File: config.mk
export PLATFORM = sky130hd
export DESIGN_NAME = ascon_hasha_digest_core
export DESIGN_NICKNAME = d
export VERILOG_FILES = /design/src/hdl/ahd_pkg.sv /design/src/hdl/ahd_round.sv /design/src/hdl/ascon_hasha_digest_core.sv
export SDC_FILE = /design/constraint.sdc
export NUM_CORES = 1
export LEC_CHECK = 0
export BUFFER_PORTS_ARGS = -buffer_cell sky130_fd_sc_hd__buf_2
export CAP_MARGIN = 30
export CORE_ASPECT_RATIO = 1.5
export CORE_UTILIZATION = 56
export DETAILED_ROUTE_END_ITERATION = 6
export GPL_TIMING_DRIVEN = 0
export MAX_ROUTING_LAYER = met4
export PLACE_DENSITY = 0.74
export SLEW_MARGIN = 40
export SYNTH_ARGS = -nofsm -noshare
export SYNTH_HDL_FRONTEND = slang
export SYNTH_SLANG_ARGS = --single-unit
export TNS_END_PERCENT = 20
File: constraint.sdc
create_clock -name clk -period 5.8 [get_ports clk]
set_input_delay 0.29 -clock clk [delete_from_list [all_inputs] [get_ports clk]]
set_output_delay 0.29 -clock clk [all_outputs]
set_load 0.01 [all_outputs]
File: src/hdl/ahd_pkg.sv
// Shared types, constants and helper functions for the Ascon-Hasha digest core.
// Depends on nothing. Used by ahd_round, ascon_hasha_digest_core and the testbench.
`timescale 1ns / 1ps

package ahd_pkg;

  typedef logic [63:0]      word_t;
  typedef word_t [4:0]      sponge_t;
  typedef logic [3:0]       rnd_idx_t;

  // Round index of the last round of every permutation.
  localparam rnd_idx_t RND_LAST = 4'd11;
  // Round count of the full permutation (initial value and final block).
  localparam int       ROUNDS_A = 12;

  // Round constant for round index 0 to 11.
  function automatic logic [7:0] round_const(input rnd_idx_t idx);
    logic [7:0] rc;
    unique case (idx)
      4'd0:    rc = 8'hf0;
      4'd1:    rc = 8'he1;
      4'd2:    rc = 8'hd2;
      4'd3:    rc = 8'hc3;
      4'd4:    rc = 8'hb4;
      4'd5:    rc = 8'ha5;
      4'd6:    rc = 8'h96;
      4'd7:    rc = 8'h87;
      4'd8:    rc = 8'h78;
      4'd9:    rc = 8'h69;
      4'd10:   rc = 8'h5a;
      4'd11:   rc = 8'h4b;
      default: rc = 8'h00;
    endcase
    return rc;
  endfunction

  // Rotate a word right by a fixed amount between 1 and 63.
  function automatic word_t rotr(input word_t v, input int n);
    return (v >> n) | (v << (64 - n));
  endfunction

  // Final block: keep the first count bytes, place 0x80 in the byte after them
  // and clear the rest. Byte 0 sits in bits 63..56.
  function automatic word_t pad_block(input word_t data, input logic [2:0] count);
    word_t res;
    res = '0;
    for (int i = 0; i < 8; i++) begin
      if (3'(i) < count) begin
        res[63-8*i -: 8] = data[63-8*i -: 8];
      end else if (3'(i) == count) begin
        res[63-8*i -: 8] = 8'h80;
      end
    end
    return res;
  endfunction

endpackage

File: src/hdl/ahd_round.sv
// One round of the Ascon v1.2 permutation, shared by every permutation step.
// Depends on ahd_pkg for the sponge type and the rotation helper.
`timescale 1ns / 1ps

module ahd_round (
  input  ahd_pkg::sponge_t st_in,
  input  logic [7:0]       rc,
  output ahd_pkg::sponge_t st_out
);
  import ahd_pkg::*;

  word_t x0, x1, x2, x3, x4;
  word_t t0, t1, t2, t3, t4;

  always_comb begin
    x0 = st_in[0];
    x1 = st_in[1];
    x2 = st_in[2];
    x3 = st_in[3];
    x4 = st_in[4];

    // Constant addition.
    x2 = x2 ^ {56'd0, rc};

    // Substitution layer, bit-sliced five-bit S-box.
    x0 = x0 ^ x4;
    x4 = x4 ^ x3;
    x2 = x2 ^ x1;
    t0 = ~x0 & x1;
    t1 = ~x1 & x2;
    t2 = ~x2 & x3;
    t3 = ~x3 & x4;
    t4 = ~x4 & x0;
    x0 = x0 ^ t1;
    x1 = x1 ^ t2;
    x2 = x2 ^ t3;
    x3 = x3 ^ t4;
    x4 = x4 ^ t0;
    x1 = x1 ^ x0;
    x0 = x0 ^ x4;
    x3 = x3 ^ x2;
    x2 = ~x2;

    // Linear diffusion layer.
    st_out[0] = x0 ^ rotr(x0, 19) ^ rotr(x0, 28);
    st_out[1] = x1 ^ rotr(x1, 61) ^ rotr(x1, 39);
    st_out[2] = x2 ^ rotr(x2, 1)  ^ rotr(x2, 6);
    st_out[3] = x3 ^ rotr(x3, 10) ^ rotr(x3, 17);
    st_out[4] = x4 ^ rotr(x4, 7)  ^ rotr(x4, 41);
  end

endmodule

File: src/hdl/ascon_hasha_digest_core.sv
// Ascon-Hasha digest core: sequencer, sponge register and output register.
// Depends on ahd_pkg and the shared permutation round ahd_round.
`timescale 1ns / 1ps
//
//  Channel | Direction | tdata                                   | tlast
//  --------+-----------+-----------------------------------------+---------------
//  in_     | slave     | [63:0] block_data, [66:64] byte_count   | final_block
//  out_    | master    | [63:0] digest_word                      | last_word
//
//  One permutation round is done per cycle by the single round unit. A block
//  that is not final is absorbed and then runs the last ROUNDS_B rounds. A
//  final block is padded, absorbed and runs all 12 rounds; then each digest
//  word is loaded into the output register, with ROUNDS_B rounds before the
//  next one, and the initial value is rebuilt before in_tready rises again.
//  After reset the core first computes the initial value.
//  A digest word waiting in the output register stalls the sequencer only when
//  the next word is ready to be loaded.

module ascon_hasha_digest_core #(
  parameter int ROUNDS_B  = 8,
  parameter int OUT_WORDS = 4
) (
  input  logic        clk,
  input  logic        rst_n,
  input  logic        in_tvalid,
  output logic        in_tready,
  input  logic [71:0] in_tdata,   // [63:0] block_data, [66:64] byte_count, rest zero
  input  logic        in_tlast,
  output logic        out_tvalid,
  input  logic        out_tready,
  output logic [63:0] out_tdata,  // [63:0] digest_word
  output logic        out_tlast
);
  import ahd_pkg::*;

  localparam int       WCW        = (OUT_WORDS > 1) ? $clog2(OUT_WORDS) : 1;
  localparam rnd_idx_t RND_FIRST_B = rnd_idx_t'(ROUNDS_A - ROUNDS_B);
  localparam logic [WCW-1:0] WORD_LAST = WCW'(OUT_WORDS - 1);
  localparam word_t    IV_WORD    = {16'h0040, 8'd12, 8'(ROUNDS_A - ROUNDS_B),
                                     32'(OUT_WORDS * 64)};

  localparam logic [1:0] S_IV   = 2'd0;
  localparam logic [1:0] S_PERM = 2'd1;
  localparam logic [1:0] S_IDLE = 2'd2;
  localparam logic [1:0] S_EMIT = 2'd3;

  logic [1:0]     state_r, state_nxt;
  rnd_idx_t       rnd_r, rnd_nxt;
  logic           squeeze_r, squeeze_nxt;
  logic [WCW-1:0] word_r, word_nxt;
  logic           out_valid_r, out_valid_nxt;
  sponge_t        sponge_r, sponge_nxt;
  word_t          out_data_r;
  logic           out_last_r;
  logic           out_load;
  sponge_t        round_out;
  logic           in_beat;

  // Shared permutation round.
  ahd_round u_round (
    .st_in  (sponge_r),
    .rc     (round_const(rnd_r)),
    .st_out (round_out)
  );

  assign in_beat    = in_tvalid && in_tready;
  assign in_tready  = (state_r == S_IDLE);
  assign out_load   = (state_r == S_EMIT) && (!out_valid_r || out_tready);
  assign out_tvalid = out_valid_r;
  assign out_tdata  = out_data_r;
  assign out_tlast  = out_last_r;

  // Sequencer: initial value, absorb, permutation rounds and squeezing.
  always_comb begin
    state_nxt     = state_r;
    rnd_nxt       = rnd_r;
    squeeze_nxt   = squeeze_r;
    word_nxt      = word_r;
    sponge_nxt    = sponge_r;
    out_valid_nxt = out_valid_r;

    if (out_valid_r && out_tready) begin
      out_valid_nxt = 1'b0;
    end

    unique case (state_r)
      S_IV: begin
        sponge_nxt  = {64'd0, 64'd0, 64'd0, 64'd0, IV_WORD};
        rnd_nxt     = '0;
        squeeze_nxt = 1'b0;
        state_nxt   = S_PERM;
      end
      S_PERM: begin
        sponge_nxt = round_out;
        rnd_nxt    = rnd_r + 4'd1;
        if (rnd_r == RND_LAST) begin
          state_nxt = squeeze_r ? S_EMIT : S_IDLE;
        end
      end
      S_IDLE: begin
        if (in_beat) begin
          if (in_tlast) begin
            sponge_nxt[0] = sponge_r[0] ^ pad_block(in_tdata[63:0], in_tdata[66:64]);
            rnd_nxt       = '0;
            squeeze_nxt   = 1'b1;
            word_nxt      = '0;
          end else begin
            sponge_nxt[0] = sponge_r[0] ^ in_tdata[63:0];
            rnd_nxt       = RND_FIRST_B;
            squeeze_nxt   = 1'b0;
          end
          state_nxt = S_PERM;
        end
      end
      S_EMIT: begin
        if (out_load) begin
          out_valid_nxt = 1'b1;
          if (word_r == WORD_LAST) begin
            state_nxt = S_IV;
          end else begin
            word_nxt  = word_r + 1'b1;
            rnd_nxt   = RND_FIRST_B;
            state_nxt = S_PERM;
          end
        end
      end
      default: state_nxt = S_IV;
    endcase
  end

  // Control registers.
  always_ff @(posedge clk) begin
    if (!rst_n) begin
      state_r     <= S_IV;
      rnd_r       <= '0;
      squeeze_r   <= 1'b0;
      word_r      <= '0;
      out_valid_r <= 1'b0;
    end else begin
      state_r     <= state_nxt;
      rnd_r       <= rnd_nxt;
      squeeze_r   <= squeeze_nxt;
      word_r      <= word_nxt;
      out_valid_r <= out_valid_nxt;
    end
  end

  // Sponge and output payload registers; the sponge is rebuilt after reset.
  always_ff @(posedge clk) begin
    sponge_r <= sponge_nxt;
    if (out_load) begin
      out_data_r <= sponge_r[0];
      out_last_r <= (word_r == WORD_LAST);
    end
  end

`ifndef SYNTHESIS
  // Rounds never run past the last round constant.
  a_rnd_range: assert property (@(posedge clk) disable iff (!rst_n)
    state_r == S_PERM |-> rnd_r <= RND_LAST)
    else $error("round index out of range");

  // A block that is not final starts a short permutation with no squeezing.
  a_absorb_start: assert property (@(posedge clk) disable iff (!rst_n)
    in_beat && !in_tlast |=> state_r == S_PERM && rnd_r == RND_FIRST_B && !squeeze_r)
    else $error("absorb did not start the short permutation");

  // The last digest word sends the sequencer back to rebuild the initial value.
  a_last_reinit: assert property (@(posedge clk) disable iff (!rst_n)
    out_load && word_r == WORD_LAST |=> state_r == S_IV && out_tlast)
    else $error("last digest word not followed by reinitialisation");

  // A new output beat only appears when the sequencer was emitting.
  a_emit_source: assert property (@(posedge clk) disable iff (!rst_n)
    $rose(out_tvalid) |-> $past(state_r) == S_EMIT)
    else $error("output beat appeared outside the emit step");

  // No input is taken while a digest is still being squeezed.
  a_no_input_squeeze: assert property (@(posedge clk) disable iff (!rst_n)
    squeeze_r && state_r != S_IDLE |-> !in_tready)
    else $error("input accepted during squeezing");
`endif

endmodule

### After elaboration in Yosys (flattened, before gate mapping)

Memories as Yosys holds them, arrays and structs flattened. A register that Yosys moved wholly into a read port is not among the register bits.
Cells that the tools add are included.

| word-level totals | value |
|---|---|
| register bits after elaboration | 395 |
| latch bits | 0 |
| RAM bits | 0 |
| memory bits (read-only) | 128 |
| bits of input ports | 77 |
| word-level logic and storage cells | 169 |
| memories | 1 |

Memory list:

| memory | depth | bits a word | rd ports | clocked after Yosys merged registers in | wr ports | RTL line | RTL |
|---|---|---|---|---|---|---|---|
| (name not given) | 16 | 8 | 1 | 1 | 0 | ahd_pkg.sv:19 | `unique case (idx)` |

| cells by class | value |
|---|---|
| $add $sub $neg | 2 |
| multiply operators | 0 |
| div/mod/pow operators | 0 |
| $lt $le $gt $ge | 8 |
| equal/unequal tests | 17 |
| shift operators | 0 |
| mux-type cells | 68 |
| bitwise gates (word level) | 45 |
| reductions and logical operators | 16 |

Operators with widths:

| operator | count |
|---|---|
| XOR 64 bit | 23 |
| case mux 256 bit (2 select lines) | 1 |
| NOT 64 bit | 6 |
| bitwise AND 64 bit | 5 |
| two-way mux 8 bit | 40 |
| case mux 64 bit (3 select lines) | 1 |
| two-way mux 64 bit | 2 |
| bitwise OR 23 x 64 -> 64 bit | 1 |
| bitwise OR 25 x 64 -> 64 bit | 1 |
| bitwise OR 3 x 64 -> 64 bit | 1 |
| bitwise OR 36 x 64 -> 64 bit | 1 |
| bitwise OR 45 x 64 -> 64 bit | 1 |
| bitwise OR 47 x 64 -> 64 bit | 1 |
| bitwise OR 54 x 64 -> 64 bit | 1 |
| bitwise OR 57 x 64 -> 64 bit | 1 |
| bitwise OR 58 x 64 -> 64 bit | 1 |
| bitwise OR 63 x 64 -> 64 bit | 1 |
| XOR 64 x 8 -> 64 bit | 1 |
| two-way mux 4 bit | 5 |
| case mux 4 bit (4 select lines) | 1 |
| two-way mux 2 bit | 7 |
| equality test 3 bit, first input constant | 4 |
| < comparator 3 bit, first input constant | 4 |
| case mux 2 bit (4 select lines) | 1 |
| 25 further kinds | 45 |

### Depth between registers and ports, before layout

| depth | value |
|---|---|
| word-level depth | 10 |
| mapped depth | 9 |
| mapped depth without buffers | 8 |

### By module

Synthesis repeated with hierarchy kept, for this count alone.

| second synthesis, totals | value |
|---|---|
| cell total of the unflattened synthesis | 2606 |
| area, all modules | 33128.0 sq um |

Modules (own cells, without submodules):

| module | instances | cells an instance | area an instance (sq um) | sequential area each (sq um) |
|---|---|---|---|---|
| ahd_round | 1 | 1554 | 17294.1 | 0.0 |
| ascon_hasha_digest_core | 1 | 1052 | 15833.9 | 11921.4 |

### Worst setup path after synthesis

No wires, ideal clock.

| timing path | value |
|---|---|
| path type | reg-to-reg |
| start | register state_r[1] |
| end | register sponge_r[100] (netlist name) (enable) |
| arrival time | 4.206 ns |
| data required time | 5.289 ns |
| setup slack | 1.083 ns |
| stages on the path, launching flop included | 6 |
| buffers on the path | 2 |
| period minus slack after synthesis | 4.717 ns |
| cell sequence | dfxtp_1 -> inv_1 -> ha_1 -> buf_2 -> clkbuf_1 -> or2_2 |

| on the way | value |
|---|---|
| cells in the longest elaborated chain, start to end | 2 |
| elaborated cells between the ends (all ways) | 3 |
| those cells by class | eq/ne (1); reduce/logical (2) |

Ends and longest elaborated chain:

| element | RTL line | RTL |
|---|---|---|
| start: declaration | ascon_hasha_digest_core.sv:47 | `logic [1:0] state_r, state_nxt;` |
| start signal: assignment | ascon_hasha_digest_core.sv:140 | `state_r <= state_nxt;` |
| equality test 2 x 1 -> 1 bit or logical NOT 2 bit (tied branches) | ascon_hasha_digest_core.sv:86 | `unique case (state_r)` |
| nonzero test 2 bit (no source line) (*) | -- |  |
| end signal: assignment | ascon_hasha_digest_core.sv:150 | `sponge_r <= sponge_nxt;` |
| end: declaration | ascon_hasha_digest_core.sv:52 | `sponge_t sponge_r, sponge_nxt;` |

Every way passes the cells marked *; elsewhere a longest branch is shown, timed or not.
A chain may end at the register's enable or synchronous reset.

### Worst setup path after layout

| timing path | value |
|---|---|
| start | register state_r[1] |
| end | register sponge_r[75] (netlist name) (data pin) |

| on the way | value |
|---|---|
| cells in the longest elaborated chain, start to end | 2 |
| elaborated cells between the ends (all ways) | 3 |
| those cells by class | eq/ne (1); mux (1); reduce/logical (1) |

Ends and longest elaborated chain:

| element | RTL line |
|---|---|
| equality test 2 x 1 -> 1 bit or logical NOT 2 bit (tied branches) | ascon_hasha_digest_core.sv:86 |
| case mux 256 bit (2 select lines) (*) | ascon_hasha_digest_core.sv:86 |

Marked as above.

==> results.yml <==
floorplan:
  fp.dieW_um: 195
  die_area_um2: 57000
  core-area_um2: 55000
  die_height_um: 292
  initial_utilization_pct: 57.0
  io_pins: 144
  rows: 105
worst_setup_path:
  reg2reg_to: "sponge_r[75]$_SDFFCE_PN0P_"
  critPathLaunchType: "register"
  critPathLaunch: "state_r[1]$_SDFFE_PN0P_"
  crit_type: "reg2reg"
  end_kind: "register"
  rrSetupSlack_ns: 2.32
  arrival_ns: 3.77
  reg2regPathDepth: 7
  cp_max_fo: 11
  r2r_start: "state_r[1]$_SDFFE_PN0P_"
  worst_ep_required_time_ns: 6.09
global_route:
  grt_max_degree: 40
  grt_first_pass_wirelength_um: 167000
  grt_antenna_before_repair: 6
  grt.overflow.total: 0
  grt_pass1_vias: 21200
  grt.total_usage_pct: 45.4
yosys:
  synthCells: 2597
  ys_ff_latch: 403
  synth_area_per_cell_um2: 12.1
  synth_fp_nets: 2809
  synth_cell_types: 49
  synth_edf_count: 385
  async_flop_share_pct: 0
  yosysSeqAreaShare_pct: 38.0
  yosys_warnings: 0
  syn-cell-area_um2: 31400
  synth_flop_cell: "edfxtp_1"
min_path:
  hold_path_depth: 2
  hold_path_end: "rnd_r[0]$_SDFFE_PN0N_"
  hp-start: "rst_n"
  hold_class: "in2reg"
detailed_routing:
  post_drt_wl_per_cell_um: 35.1
  drt_iter0_markers: 2243
  viasPerCell: 6.14
  via_count: 21700
  drc_errors: 0
  antenna_left: 0
  first_pass_iters: 6
  drt-total-wl_um: 124000
sta:
  worstMarginPinSlew_ns: 0.980
  skew_ns: 0.0299
  setup_slack_ns: 2.32
  min_period_ns: 3.48
  slew-limit-headroom_pct: 34.2
  finalHoldViolCount: 0
  setup_violations: 0
  max_freq_mhz: 287
  holdWs_ns: 0.0340
  finalCritPeriodShare_pct: 60.0
  slew_violations: 0
  rsz0062_at_grt: "false"
place:
  portBuffers: 137
  place_congestion: 1.12
  dp_hpwl_um: 102000
  post-place-ws_ns: 2.36
flow_run:
  maxCapViolations: 0
cts:
  clkLatencyLatePin_ns: 0.59
  cts_buffer_depth: 3
  root_buffer: "clkbuf_16"
  ctsHtreeMaxLevel: 2
  cts_resized: 0
  cts.sinks: 403
  holdBufCountCts: 0
  post_cts_buffers: 0
  clk_transition_reported_paths_ns: 0.06
  cts_tree: "done"
  cts_made_buffers: 43
status:
  status: "completed"
final_layout:
  drive_above_1_share_pct: 17.1
  areaGrowthSynthToFinish_pct: 12.4
  mostFrequentLayoutCell: "edfxtp_1"
  final_cell_mix: "edfxtp_1, xnor2_1, nand2_1, nor2_1, xor2_1"
  num-nets-final: 3012
==> through the flow <==
| stage | util, % | setup TNS [ns] | instances | cell area [um2] |
|---|---|---|---|---|
| after floorplan | - | 0 | 2597 | 31400 |
| after global placement | 59.8 | -493.87 | 3429 | 32900 |
| after detailed placement | 61.5 | 0 | 3450 | 33800 |
| after CTS | 64.0 | 0 | 3526 | 35200 |
| after global routing | 64.0 | 0 | 3528 | 35300 |
| final | 64.1 | 0 | 3531 | 35300 |
==> cells in the mapped netlist, types with 2 or more instances <==
cell | number | area share [%]
nand3_1 | 5 | 0.080
o21ai_1 | 2 | 0.032
mux2i_1 | 83 | 2.6
a221oi_1 | 2 | 0.056
xnor2_1 | 405 | 11
nor2b_1 | 11 | 0.22
inv_1 | 155 | 1.9
xor3_1 | 8 | 0.61
o22ai_1 | 46 | 0.92
and2_1 | 28 | 0.56
a21oi_1 | 35 | 0.56
or2_1 | 9 | 0.18
edfxtp_1 | 385 | 37
o21ai_0 | 50 | 0.80
o21a_1 | 3 | 0.072
clkbuf_1 | 44 | 0.53
o2bb2ai_1 | 13 | 0.36
xnor2_2 | 123 | 6.4
nor3_1 | 3 | 0.048
maj3_2 | 9 | 0.32
a21boi_0 | 6 | 0.14
a21o_1 | 2 | 0.048
maj3_1 | 19 | 0.61
o221ai_1 | 4 | 0.11
o211a_1 | 2 | 0.064
or4_1 | 2 | 0.048
buf_1 | 2 | 0.024
buf_2 | 2 | 0.032
xor2_2 | 13 | 0.67
inv_2 | 10 | 0.12
nand2_1 | 257 | 3.1
dfxtp_1 | 18 | 1.1
nor2_1 | 250 | 3.0
or2_2 | 14 | 0.28
a21boi_1 | 2 | 0.048
ha_1 | 135 | 5.4
xor2_1 | 227 | 6.3
xnor3_1 | 195 | 14
nand2b_1 | 8 | 0.16
==> area by class of cell <==
| cell class | instances | area, um2 |
|---|---|---|
| Clock buffer | 58 | 1260 |
| Antenna cell | 5 | 12.5 |
| Tap cell | 695 | 870 |
| Timing Repair Buffer | 158 | 1060 |
| Buffer | 48 | 203 |
| Sequential cell | 403 | 11900 |
| Multi-Input combinational cell | 1981 | 19200 |
| Clock inverter | 18 | 116 |
| Inverter | 165 | 619 |
| Fill cell | 4265 | 19800 |
==> sequential cells by signal, summed over array words and instances (netlist names) <==
register and cells:
state_r 2, word_r 2, squeeze_r 1, sponge_r 320, out_tvalid 1, out_tdata 64, rnd_r 4, out_tlast 1
u_round.rc 8
==> critical path: stages (launching register included) <==
cell	delay [ns]
dfxtp_1	0.34
inv_1	0.11
ha_1	0.23
buf_2	0.37
clkbuf_1	0.69
clkbuf_1	0.64
nand2_1	0.20
mux2i_2	0.58
==> per-layer routing <==
metal  global-route usage [%]  share of wire (%)  vias up
met3                     8.57                9.1      489
met2                     68.2                 45     1392
met1                     51.1                 34    10600
met4                     42.5                 12        0
met5                        -                  0        -
li1                         -                  -     9146
==> worst max path at each step <==
| stage | to | slack, ns | cells after the start |
|---|---|---|---|
| 5_1_grt | sponge_r[77]$_SDFFCE_PN0P_ | 2.31 | 6 |
| 2_1_floorplan | sponge_r[100]$_SDFFCE_PN0P_ | 1.08 | 5 |
| 3_3_place_gp | sponge_r[33]$_DFFE_PP_ | -1.59 | 6 |
| 4_1_cts | sponge_r[74]$_SDFFCE_PN0P_ | 2.35 | 7 |
| 6_report | sponge_r[75]$_SDFFCE_PN0P_ | 2.32 | 7 |
| 3_5_place_dp | sponge_r[74]$_SDFFCE_PN0P_ | 2.36 | 7 |
==> logic make-up (layout without fill, tap and decap cells) <==
| group | after synthesis | after routing | share of synthesized area (%) |
|---|---|---|---|
| XOR/XNOR | 972 | 972 | 39.4 |
| AND/OR/NAND/NOR | 594 | 594 | 7.81 |
| flip-flops | 403 | 403 | 38.0 |
| buffers and inverters | 213 | 447 | 2.56 |
| AO/OA/AOI/OAI | 168 | 168 | 3.24 |
| adder cells (fa/ha/maj) | 163 | 163 | 6.31 |
| multiplexers | 84 | 84 | 2.68 |
| other | 0 | 5 | 0 |
Power is not shown: default switching activity piles up to over one toggle a cycle in this logic, so the estimate is an artifact.
